## config.mk

```make
export PLATFORM = sky130hd
export DESIGN_NAME = status_led_pattern_controller
export DESIGN_NICKNAME = d
export VERILOG_FILES = /design/src/hdl/slpc_pkg.sv /design/src/hdl/status_led_pattern_controller.sv /design/src/hdl/slpc_mod_unit.sv /design/src/hdl/slpc_div_unit.sv
export SDC_FILE = /design/constraint.sdc
export NUM_CORES = 2
export LEC_CHECK = 0
export BUFFER_PORTS_ARGS = -buffer_cell sky130_fd_sc_hd__clkbuf_2
export CAP_MARGIN = 30
export CORE_ASPECT_RATIO = 2
export CORE_MARGIN = 4
export CORE_UTILIZATION = 40
export DETAILED_ROUTE_END_ITERATION = 8
export PLACE_DENSITY = 0.66
export SYNTH_ARGS = -nofsm -noshare
export SYNTH_HDL_FRONTEND = slang
export SYNTH_HIERARCHICAL = 1
export SYNTH_SLANG_ARGS = --single-unit
```

## constraint.sdc

```tcl
create_clock -name clock -period 16.55 [get_ports clock]
set_input_delay 3.31 -clock clock [delete_from_list [all_inputs] [get_ports clock]]
set_output_delay 3.31 -clock clock [all_outputs]
set_load 0.01 [all_outputs]
```

## src/hdl/slpc_pkg.sv

```systemverilog
// ----------------------------------------------------------------------------
// slpc_pkg
// Shared types, codes and pattern tables for the status LED colour sequencer.
// ----------------------------------------------------------------------------
package slpc_pkg;

   // command codes
   localparam logic [2:0] CMD_TICK    = 3'd0;
   localparam logic [2:0] CMD_MODE    = 3'd1;
   localparam logic [2:0] CMD_WR_BEG  = 3'd2;
   localparam logic [2:0] CMD_WR_END  = 3'd3;
   localparam logic [2:0] CMD_ERROR   = 3'd4;
   localparam logic [2:0] CMD_TRIGGER = 3'd5;

   // base modes
   localparam logic [1:0] MODE_IDLE   = 2'd0;
   localparam logic [1:0] MODE_MACRO  = 2'd1;
   localparam logic [1:0] MODE_TASK   = 2'd2;
   localparam logic [1:0] MODE_UPLOAD = 2'd3;

   localparam int          DIV_W      = 24;
   localparam logic [15:0] SCALE_DIV  = 16'd65025;
   localparam logic [23:0] SCALE_RND  = 24'd32512;
   localparam logic [31:0] T_STARTUP  = 32'd1500;
   localparam logic [31:0] T_SUCCESS  = 32'd800;
   localparam logic [31:0] T_ERROR    = 32'd1800;
   localparam logic [31:0] T_TRIGGER  = 32'd450;
   localparam logic [31:0] T_WR_HOLD  = 32'd240;
   localparam logic [31:0] T_FLASH    = 32'd180;

   typedef enum logic [2:0] {
      EV_NONE    = 3'd0,
      EV_STARTUP = 3'd1,
      EV_SUCCESS = 3'd2,
      EV_ERROR   = 3'd3,
      EV_TRIGGER = 3'd4
   } event_type;

   typedef enum logic [2:0] {
      PAT_SOLID,
      PAT_WRITE,
      PAT_SUCCESS,
      PAT_ERROR,
      PAT_UPLOAD
   } pattern_type;

   typedef enum logic [2:0] {
      S_IDLE,
      S_MOD,
      S_MUL1,
      S_MUL2,
      S_DIV,
      S_LOAD
   } state_type;

   typedef struct packed {
      logic [2:0]  command;
      logic [31:0] now_ms;
      logic [1:0]  base_mode;
      logic        write_ok;
   } req_type;

   typedef struct packed {
      logic [7:0] red;
      logic [7:0] green;
      logic [7:0] blue;
      logic       send;
   } rsp_type;

   // blink period of each pattern
   function automatic logic [10:0] pat_period(input pattern_type pat);
      logic [10:0] m;
      unique case (pat)
         PAT_SUCCESS: m = 11'd800;
         PAT_ERROR:   m = 11'd1800;
         PAT_UPLOAD:  m = 11'd900;
         default:     m = 11'd240;
      endcase
      return m;
   endfunction

   // intensity for a phase within the period
   function automatic logic [7:0] pat_level(input pattern_type pat,
                                            input logic [10:0] p,
                                            input logic [7:0] solid);
      logic [7:0] lv;
      unique case (pat)
         PAT_WRITE:   lv = (p < 11'd120) ? 8'd255 : 8'd18;
         PAT_SUCCESS: lv = (p < 11'd140 || (p >= 11'd300 && p < 11'd440))
                           ? 8'd230 : 8'd8;
         PAT_ERROR:   lv = (p < 11'd130 || (p >= 11'd280 && p < 11'd410) ||
                            (p >= 11'd560 && p < 11'd690)) ? 8'd255 : 8'd5;
         PAT_UPLOAD:  lv = (p < 11'd120 || (p >= 11'd260 && p < 11'd380))
                           ? 8'd230 : 8'd8;
         default:     lv = solid;
      endcase
      return lv;
   endfunction

endpackage

```

## src/hdl/status_led_pattern_controller.sv

```systemverilog
// ----------------------------------------------------------------------------
// status_led_pattern_controller
// Status LED colour sequencer: time-stamped commands in, scaled colour out.
// ----------------------------------------------------------------------------
// Non-tick commands are accepted in the idle state and leave the sequencer
// idle. A tick's colour word reaches the output register after the tick has
// passed through S_MOD (32 steps in the bit-serial period remainder unit),
// S_MUL1 (channel products), S_MUL2 (divider start), S_DIV (24 steps in the
// bit-serial brightness divider) and S_LOAD. req_stall is high meanwhile, and
// longer while rsp_stall holds back the load, so a new tick is taken only once
// the last word is loaded. The output register holds a finished word while the
// next command is taken. csr_ready is always high; write brightness only while no tick is in flight.
module status_led_pattern_controller (
   input  logic                clock,
   input  logic                reset,
   input  logic                req_valid,
   output logic                req_stall,
   input  slpc_pkg::req_type   req_data,
   output logic                rsp_valid,
   input  logic                rsp_stall,
   output slpc_pkg::rsp_type   rsp_data,
   input  logic                csr_valid,
   output logic                csr_ready,
   input  logic [7:0]          csr_data
);
   import slpc_pkg::*;

   state_type   state_ff, state_in;
   logic [7:0]  bright_ff, bright_in;
   logic [1:0]  mode_ff, mode_in;
   logic [31:0] mode_since_ff, mode_since_in;
   event_type   ev_ff, ev_in;
   logic [31:0] ev_since_ff, ev_since_in;
   logic [31:0] ev_dl_ff, ev_dl_in;
   logic        writing_ff, writing_in;
   logic        pend_ff, pend_in;
   logic [31:0] wr_since_ff, wr_since_in;
   logic [31:0] wr_dl_ff, wr_dl_in;
   logic [23:0] last_ff, last_in;
   pattern_type pat_ff, pat_in;
   logic [2:0][7:0]  colour_ff, colour_in;
   logic [7:0]  solid_ff, solid_in;
   logic [7:0]  level_ff;
   logic [2:0][15:0] prod_ff;
   logic [2:0][DIV_W-1:0] div_arg;
   logic        rsp_valid_ff, rsp_valid_in;
   rsp_type     rsp_ff;

   logic        accept, is_tick, out_free, cfg_wr;
   logic        mod_start, mod_done, mul1_en, div_start, div_done, load_en;
   logic [31:0] elapsed;
   logic [10:0] rem;
   logic [2:0][7:0] quo;
   logic [31:0] ev_t;
   logic [23:0] packed_col;

   assign accept   = req_valid && !req_stall;
   assign is_tick  = req_data.command == CMD_TICK;
   assign out_free = !rsp_valid_ff || !rsp_stall;
   assign cfg_wr   = csr_valid && csr_ready;
   assign csr_ready = 1'b1;

   // deadline checks by signed difference
   function automatic logic ev_dl_tick_before();
      logic [31:0] d;
      d = req_data.now_ms - ev_dl_ff;
      return d[31];
   endfunction

   function automatic logic wr_dl_tick_before();
      logic [31:0] d;
      d = req_data.now_ms - wr_dl_ff;
      return d[31];
   endfunction

   // command and brightness state update and render selection
   always_comb begin
      bright_in     = bright_ff;
      mode_in       = mode_ff;
      mode_since_in = mode_since_ff;
      ev_in         = ev_ff;
      ev_since_in   = ev_since_ff;
      ev_dl_in      = ev_dl_ff;
      writing_in    = writing_ff;
      pend_in       = pend_ff;
      wr_since_in   = wr_since_ff;
      wr_dl_in      = wr_dl_ff;
      pat_in        = pat_ff;
      colour_in     = colour_ff;
      solid_in      = solid_ff;
      elapsed       = '0;
      ev_t          = '0;
      if (cfg_wr) begin
         bright_in = csr_data;
      end
      if (accept) begin
         case (req_data.command)
            CMD_TICK: begin
               if (ev_ff != EV_NONE && !ev_dl_tick_before()) ev_in = EV_NONE;
               if (pend_ff && !wr_dl_tick_before()) begin
                  pend_in     = 1'b0;
                  ev_in       = EV_SUCCESS;
                  ev_since_in = req_data.now_ms;
                  ev_dl_in    = req_data.now_ms + T_SUCCESS;
               end
               ev_t     = req_data.now_ms - ev_since_in;
               solid_in = 8'd255;
               if (writing_ff || pend_in) begin
                  pat_in    = PAT_WRITE;
                  colour_in = {8'd0, 8'd120, 8'd255};
                  elapsed   = req_data.now_ms - wr_since_ff;
               end else if (ev_in != EV_NONE) begin
                  elapsed = ev_t;
                  unique case (ev_in)
                     EV_STARTUP: begin
                        pat_in    = PAT_SOLID;
                        colour_in = {8'd255, 8'd255, 8'd255};
                     end
                     EV_SUCCESS: begin
                        pat_in    = PAT_SUCCESS;
                        colour_in = {8'd40, 8'd255, 8'd0};
                     end
                     EV_ERROR: begin
                        pat_in    = PAT_ERROR;
                        colour_in = {8'd0, 8'd0, 8'd255};
                     end
                     default: begin
                        pat_in    = PAT_SOLID;
                        colour_in = {8'd255, 8'd255, 8'd255};
                        solid_in  = (ev_t < T_FLASH) ? 8'd255 : 8'd5;
                     end
                  endcase
               end else begin
                  pat_in = PAT_SOLID;
                  unique case (mode_ff)
                     MODE_IDLE:  colour_in = {8'd80, 8'd255, 8'd0};
                     MODE_MACRO: colour_in = {8'd255, 8'd220, 8'd0};
                     MODE_TASK:  colour_in = {8'd255, 8'd40, 8'd180};
                     default: begin
                        pat_in    = PAT_UPLOAD;
                        colour_in = {8'd255, 8'd100, 8'd30};
                        elapsed   = req_data.now_ms - mode_since_ff;
                     end
                  endcase
               end
            end
            CMD_MODE: begin
               if (req_data.base_mode != mode_ff) begin
                  mode_in       = req_data.base_mode;
                  mode_since_in = req_data.now_ms;
               end
            end
            CMD_WR_BEG: begin
               wr_since_in = req_data.now_ms;
               writing_in  = 1'b1;
               pend_in     = 1'b0;
               wr_dl_in    = '0;
            end
            CMD_WR_END: begin
               writing_in = 1'b0;
               if (!req_data.write_ok) begin
                  ev_in       = EV_ERROR;
                  ev_since_in = req_data.now_ms;
                  ev_dl_in    = req_data.now_ms + T_ERROR;
                  pend_in     = 1'b0;
               end else begin
                  pend_in  = 1'b1;
                  wr_dl_in = req_data.now_ms + T_WR_HOLD;
               end
            end
            CMD_ERROR: begin
               ev_in       = EV_ERROR;
               ev_since_in = req_data.now_ms;
               ev_dl_in    = req_data.now_ms + T_ERROR;
               writing_in  = 1'b0;
               pend_in     = 1'b0;
            end
            CMD_TRIGGER: begin
               if (!(ev_ff == EV_ERROR && ev_dl_tick_before())) begin
                  ev_in       = EV_TRIGGER;
                  ev_since_in = req_data.now_ms;
                  ev_dl_in    = req_data.now_ms + T_TRIGGER;
               end
            end
            default: ;
         endcase
      end
   end

   // sequencer next state
   always_comb begin
      state_in = state_ff;
      unique case (state_ff)
         S_IDLE: if (accept && is_tick) state_in = S_MOD;
         S_MOD:  if (mod_done) state_in = S_MUL1;
         S_MUL1: state_in = S_MUL2;
         S_MUL2: state_in = S_DIV;
         S_DIV:  if (div_done) state_in = S_LOAD;
         S_LOAD: if (out_free) state_in = S_IDLE;
         default: state_in = S_IDLE;
      endcase
   end

   // sequencer outputs
   always_comb begin
      req_stall = 1'b1;
      mod_start = 1'b0;
      mul1_en   = 1'b0;
      div_start = 1'b0;
      load_en   = 1'b0;
      unique case (state_ff)
         S_IDLE: begin
            req_stall = 1'b0;
            mod_start = req_valid && is_tick;
         end
         S_MUL1: mul1_en = 1'b1;
         S_MUL2: div_start = 1'b1;
         S_LOAD: load_en = out_free;
         default: ;
      endcase
   end

   slpc_mod_unit u_mod (
      .clock     (clock),
      .reset     (reset),
      .start     (mod_start),
      .dividend  (elapsed),
      .period    (pat_period(pat_in)),
      .done      (mod_done),
      .remainder (rem)
   );

   // channel products, then rounding offset into the divider
   always_comb begin
      for (int i = 0; i < 3; i++) begin
         div_arg[i] = DIV_W'(prod_ff[i]) * DIV_W'(level_ff) + SCALE_RND;
      end
   end

   slpc_div_unit u_div (
      .clock    (clock),
      .reset    (reset),
      .start    (div_start),
      .dividend (div_arg),
      .done     (div_done),
      .quotient (quo)
   );

   // lane 0 carries red, lane 2 blue
   assign packed_col = {quo[0], quo[1], quo[2]};

   // output word and last colour
   always_comb begin
      last_in      = last_ff;
      rsp_valid_in = rsp_valid_ff;
      if (rsp_valid_ff && !rsp_stall) rsp_valid_in = 1'b0;
      if (cfg_wr) last_in = 24'hFFFFFF;
      if (load_en) begin
         last_in      = packed_col;
         rsp_valid_in = 1'b1;
      end
   end

   always_ff @(posedge clock) begin
      if (reset) begin
         state_ff      <= S_IDLE;
         bright_ff     <= 8'd255;
         mode_ff       <= MODE_IDLE;
         mode_since_ff <= '0;
         ev_ff         <= EV_STARTUP;
         ev_since_ff   <= '0;
         ev_dl_ff      <= T_STARTUP;
         writing_ff    <= 1'b0;
         pend_ff       <= 1'b0;
         wr_since_ff   <= '0;
         wr_dl_ff      <= '0;
         last_ff       <= '0;
         rsp_valid_ff  <= 1'b0;
      end else begin
         state_ff      <= state_in;
         bright_ff     <= bright_in;
         mode_ff       <= mode_in;
         mode_since_ff <= mode_since_in;
         ev_ff         <= ev_in;
         ev_since_ff   <= ev_since_in;
         ev_dl_ff      <= ev_dl_in;
         writing_ff    <= writing_in;
         pend_ff       <= pend_in;
         wr_since_ff   <= wr_since_in;
         wr_dl_ff      <= wr_dl_in;
         last_ff       <= last_in;
         rsp_valid_ff  <= rsp_valid_in;
      end
      pat_ff    <= pat_in;
      colour_ff <= colour_in;
      solid_ff  <= solid_in;
      if (mod_done) level_ff <= pat_level(pat_ff, rem, solid_ff);
      if (mul1_en) begin
         for (int i = 0; i < 3; i++) prod_ff[i] <= colour_ff[i] * bright_ff;
      end
      if (load_en) begin
         rsp_ff.red   <= quo[0];
         rsp_ff.green <= quo[1];
         rsp_ff.blue  <= quo[2];
         rsp_ff.send  <= packed_col != last_ff;
      end
   end

   assign rsp_valid = rsp_valid_ff;
   assign rsp_data  = rsp_ff;
endmodule

```

## src/hdl/slpc_mod_unit.sv

```systemverilog
// ----------------------------------------------------------------------------
// slpc_mod_unit
// Bit-serial remainder of a 32-bit elapsed time by a small period.
// ----------------------------------------------------------------------------
module slpc_mod_unit (
   input  logic        clock,
   input  logic        reset,
   input  logic        start,
   input  logic [31:0] dividend,
   input  logic [10:0] period,
   output logic        done,
   output logic [10:0] remainder
);
   logic [31:0] shift_ff, shift_in;
   logic [10:0] rem_ff, rem_in;
   logic [10:0] per_ff, per_in;
   logic [4:0]  cnt_ff, cnt_in;
   logic        busy_ff, busy_in;
   logic        done_ff, done_in;
   logic [11:0] trial;

   // one dividend bit per cycle, msb first
   always_comb begin
      trial    = {rem_ff, shift_ff[31]};
      shift_in = shift_ff;
      rem_in   = rem_ff;
      per_in   = per_ff;
      cnt_in   = cnt_ff;
      busy_in  = busy_ff;
      done_in  = 1'b0;
      if (start) begin
         shift_in = dividend;
         rem_in   = '0;
         per_in   = period;
         cnt_in   = '0;
         busy_in  = 1'b1;
      end else if (busy_ff) begin
         shift_in = {shift_ff[30:0], 1'b0};
         rem_in   = (trial >= {1'b0, per_ff}) ? 11'(trial - {1'b0, per_ff})
                                              : trial[10:0];
         cnt_in   = cnt_ff + 5'd1;
         if (cnt_ff == 5'd31) begin
            busy_in = 1'b0;
            done_in = 1'b1;
         end
      end
   end

   always_ff @(posedge clock) begin
      if (reset) begin
         busy_ff <= 1'b0;
         done_ff <= 1'b0;
      end else begin
         busy_ff <= busy_in;
         done_ff <= done_in;
      end
      shift_ff <= shift_in;
      rem_ff   <= rem_in;
      per_ff   <= per_in;
      cnt_ff   <= cnt_in;
   end

   assign done      = done_ff;
   assign remainder = rem_ff;
endmodule

```

## src/hdl/slpc_div_unit.sv

```systemverilog
// ----------------------------------------------------------------------------
// slpc_div_unit
// Three-lane bit-serial divide by the full-scale constant for channel scaling.
// ----------------------------------------------------------------------------
module slpc_div_unit (
   input  logic                                  clock,
   input  logic                                  reset,
   input  logic                                  start,
   input  logic [2:0][slpc_pkg::DIV_W-1:0]       dividend,
   output logic                                  done,
   output logic [2:0][7:0]                       quotient
);
   import slpc_pkg::*;

   logic [2:0][DIV_W-1:0] shift_ff, shift_in;
   logic [2:0][15:0]      rem_ff, rem_in;
   logic [2:0][7:0]       quo_ff, quo_in;
   logic [4:0]            cnt_ff, cnt_in;
   logic                  busy_ff, busy_in;
   logic                  done_ff, done_in;
   logic [2:0][16:0]      trial;
   logic [2:0]            fits;

   // restoring division, one quotient bit per lane per cycle
   always_comb begin
      shift_in = shift_ff;
      rem_in   = rem_ff;
      quo_in   = quo_ff;
      cnt_in   = cnt_ff;
      busy_in  = busy_ff;
      done_in  = 1'b0;
      for (int i = 0; i < 3; i++) begin
         trial[i] = {rem_ff[i], shift_ff[i][DIV_W-1]};
         fits[i]  = trial[i] >= {1'b0, SCALE_DIV};
      end
      if (start) begin
         shift_in = dividend;
         rem_in   = '0;
         quo_in   = '0;
         cnt_in   = '0;
         busy_in  = 1'b1;
      end else if (busy_ff) begin
         for (int i = 0; i < 3; i++) begin
            shift_in[i] = {shift_ff[i][DIV_W-2:0], 1'b0};
            rem_in[i]   = fits[i] ? 16'(trial[i] - {1'b0, SCALE_DIV})
                                  : trial[i][15:0];
            quo_in[i]   = {quo_ff[i][6:0], fits[i]};
         end
         cnt_in = cnt_ff + 5'd1;
         if (cnt_ff == 5'(DIV_W - 1)) begin
            busy_in = 1'b0;
            done_in = 1'b1;
         end
      end
   end

   always_ff @(posedge clock) begin
      if (reset) begin
         busy_ff <= 1'b0;
         done_ff <= 1'b0;
      end else begin
         busy_ff <= busy_in;
         done_ff <= done_in;
      end
      shift_ff <= shift_in;
      rem_ff   <= rem_in;
      quo_ff   <= quo_in;
      cnt_ff   <= cnt_in;
   end

   assign done     = done_ff;
   assign quotient = quo_ff;
endmodule

```

==> results.md <==
- Initial core utilization: around two fifths
- Top_reg_cell synth: dfxtp_1
- Fin crit share: 62.0%
- Hold-fix buffer count after cts: 0
- Distinct cells, synth: between 100 and 150
- Final Hold Viols: 0
- Setup Buffers After CTS: 0
- P_leak: 21.8 nW
- Vias in the first global route: 39533
- Nets: slightly above 6000
- Initial DRC count: around 1700
- Critical setup path kind: input pin to register
- DR vias/cell: roughly 5.4
- Clock Skews: about 47 ps
- Post-synthesis sequential area ratio: a little over a quarter
- Setup_tns: 0 ps
- Hold path cells: 2
- Most common cell in the netlist: inv_1
- Setup WS pre-CTS: about 5600 ps
- Simple-gate area share of the yosys netlist: about 16%
- Die W: between 200 and 300 um
- Peak supply drop: just over 80 uV
- Synth Area per Inst: about 9 um^2
- CTS root buf: clkbuf_16
- Final Setup Violations: 0
- Synth Area in Compound Gates: a little over an eighth
- First-pass GRT wire length: around 210000 um
- Detailed Place HPWL: roughly 100000 um
- H-tree depth: 2
- Final wirelength: around 130000 um
- Placer Congestion: around 0.95
- Slew Limit Fails: 0
- Adder-Cell Fraction of Synth Area: ~28%
- DR WL/cell: 18.9 um
- CTS clk-pin slew, worst paths: approximately 70 ps
- Total track usage: 20.7%
- WHS Endpoint: mode_since_ff[12]
- RSZ-0062 raised after global routing: false
- Synth Cell Area: 47400 um^2
- Final hold slack: between 400 and 500 ps
- GRT overflow: 0
- Worst-Margin Slew: 993 ps
- Status: finished clean
- Top post-synthesis cells by area: fa_1, edfxtp_1, dfxtp_1, ha_1, inv_1
- Arr. time, crit path: between 10000 and 15000 ps
- Final cell count without fillers: between 6000 and 7000
- Io pins: around 80
- Capturing point of the worst reg2reg path: solid_ff[6]
- Startpoint type of the worst setup path: input pin
- Synth warn: 6
- Die footprint: about 120000 um^2
- Number of flops mapped to enable cells by yosys: 209
- Via Count: approximately 37000
- Max_cap viols: 0
- HP Class: register to register
- Top-area cell type share of the netlist area: between 10% and 20%
- Placed cell areas: 49300 um^2
- Die H: between 400 and 500 um
- Worst Min Path Start: mode_since_ff[12]
- CTS sink count: slightly above 500
- Post-synthesis xor/xnor area fraction: ~5.3%
- Pwr/cell area: 76.5 nW/um^2
- Design area: slightly above 50000 um^2
- CTS tree: built
- Worst reg-to-reg path cell count: 26
- Row cnt: ~180
- Async set-reset flop share out of synthesis: 0%
- DRT antenna net count: 0
- Crit-path max FO: 18
- R2R Path Start: wr_dl_ff[26]
- Synthesis-stage register bit count: between 500 and 600
- Layout cell share with drive strength beyond 1: 7.22%
- PnR worst setup slack: around 6300 ps
- Filler Cells Inserted: between 10000 and 15000
- Clk Latency, worst-skew pair: roughly 660 ps
- Reg-to-reg slack, setup: slightly below 9000 ps
- Mux contribution to synthesized area: roughly 3.7%
- Largest net degree at the start of global routing: 80
- CTS Buf Count: between 50 and 60
- Input/output buffers: 77
- Drt first pass iters: 8
- Max Clk Rate: between 90 and 100 MHz
- Mapped Cells: roughly 5300
- CP Capture Type: register
- Layout area overhead: 7.53%
- Residual DRC: 0
- Post-CTS sizing: 0
- Initial antenna violation count: 1
- Worst slew margin: roughly a third
- Top cells by count, synth: inv_1, nand2_1, ha_1
- Dpl cells: 6745
- Area leader, netlist: fa_1
- Largest family of logic cells by synthesized area: adder cells
- Worst Path Required: roughly 17000 ps
- Core area: 118000 um^2
- Min Tclk post-route: between 10000 and 15000 ps
- Bufs on Longest Clock Path: 3
## cell type report
cell class	count	area [um^2]	area share (%)
well taps	1530	1910	3.75
clock buffers	74	1540	3.02
repair buffers	125	768	1.51
flip-flops and latches	512	12300	24.2
inverters	681	2560	5.01
multi-input cells	3897	31700	62.1
diodes	1	2.50	0.00490
clock inverters	26	223	0.437
## how the worst max path moves through the flow
stage	startpoint	slack, ps	endpoint	cells past startpoint
after floorplan	req_data[32]	7240	u_mod/shift_ff[19]	25
after global placement	req_data[27]	5690	solid_ff[6]	26
after detailed placement	req_data[27]	5640	solid_ff[6]	26
after CTS	req_data[27]	6360	solid_ff[6]	26
after global routing	req_data[27]	5820	solid_ff[6]	26
final	req_data[27]	6290	solid_ff[6]	26
## cell usage in the layout, fill, tap and decap left out, types with 45 or more instances in the layout
| cell | count |
|---|---|
| and2_1 | 247 |
| a21oi_1 | 311 |
| edfxtp_1 | 209 |
| clkbuf_16 | 56 |
| fa_1 | 367 |
| xor2_1 | 98 |
| inv_1 | 677 |
| nand3_1 | 82 |
| buf_4 | 45 |
| nand2_1 | 546 |
| dfxtp_1 | 302 |
| xnor2_1 | 188 |
| mux2i_1 | 60 |
| mux2_2 | 102 |
| a21o_1 | 75 |
| nor3_1 | 123 |
| ha_1 | 462 |
| clkbuf_2 | 76 |
| nor2_1 | 368 |
| a211oi_1 | 76 |
| o21ai_0 | 176 |
## per-layer routing
metal  GRT usage (%)  share of wire [%]  wire length, um  vias to the layer above
met2            41.6                 56            72300                      800
met3            2.13                2.9             3750                      414
li1                -                  -                -                    17842
met5               0                  0                0                        -
met4            14.0                8.0            10300                        0
met1            19.2                 33            42700                    18162
## kinds of logic (layout without fill, tap and decap cells)
logic type,Yosys count,after routing
other,2,4
and+or+nand+nor,1629,1629
muxes,162,162
xor gates and xnor gates,286,286
DFF,512,512
AOI/OAI and AO/OA,987,987
buffers and inverters,924,906
adders and majority gates,830,830
## sequential cells by signal, summed over array words and instances (netlist names), 25 cells and up
register        count
u_div/shift_ff     72
ev_dl_ff           32
ev_since_ff        32
u_mod/shift_ff     32
rsp_data           25
u_div/rem_ff       48
wr_since_ff        32
wr_dl_ff           32
prod_ff            48
mode_since_ff      32
## power by group
group / switching [W] / internal, W / leakage, nW
Combinational: 0.000697 / 0.000498 / 16.6
Clock: 0.000574 / 0.000673 / 0.860
Sequential: 0.0000597 / 0.00140 / 4.32
Total: 0.00133 / 0.00257 / 21.8
## through the flow
stage	utilization [%]	total power [W]
after floorplan	-	0.00237
after global routing	43.3	0.00416
after global placement	41.8	0.00265
final	43.3	0.00390
after CTS	43.3	0.00396
after detailed placement	41.8	0.00268
## critical path: stages
cell and delay [ps]:
clkbuf_2 300, ha_1 420, nand4_1 200, nor4_2 680
nand4_1 200, o22ai_2 210, nor4b_2 120, nor2_4 370
mux2_2 390, ha_1 190, inv_1 70, fa_1 230
a211oi_1 100, o21ai_0 350, o22a_1 280, o21ai_0 110
nand2_1 110, o22ai_1 60, a21oi_1 420, a31oi_1 320
o311ai_2 510, xnor2_1 250, nor4_1 390, nor4b_1 670
nand4_1 230, o31ai_2 220
No activity file was read; power rests on OpenSTA's default activity.
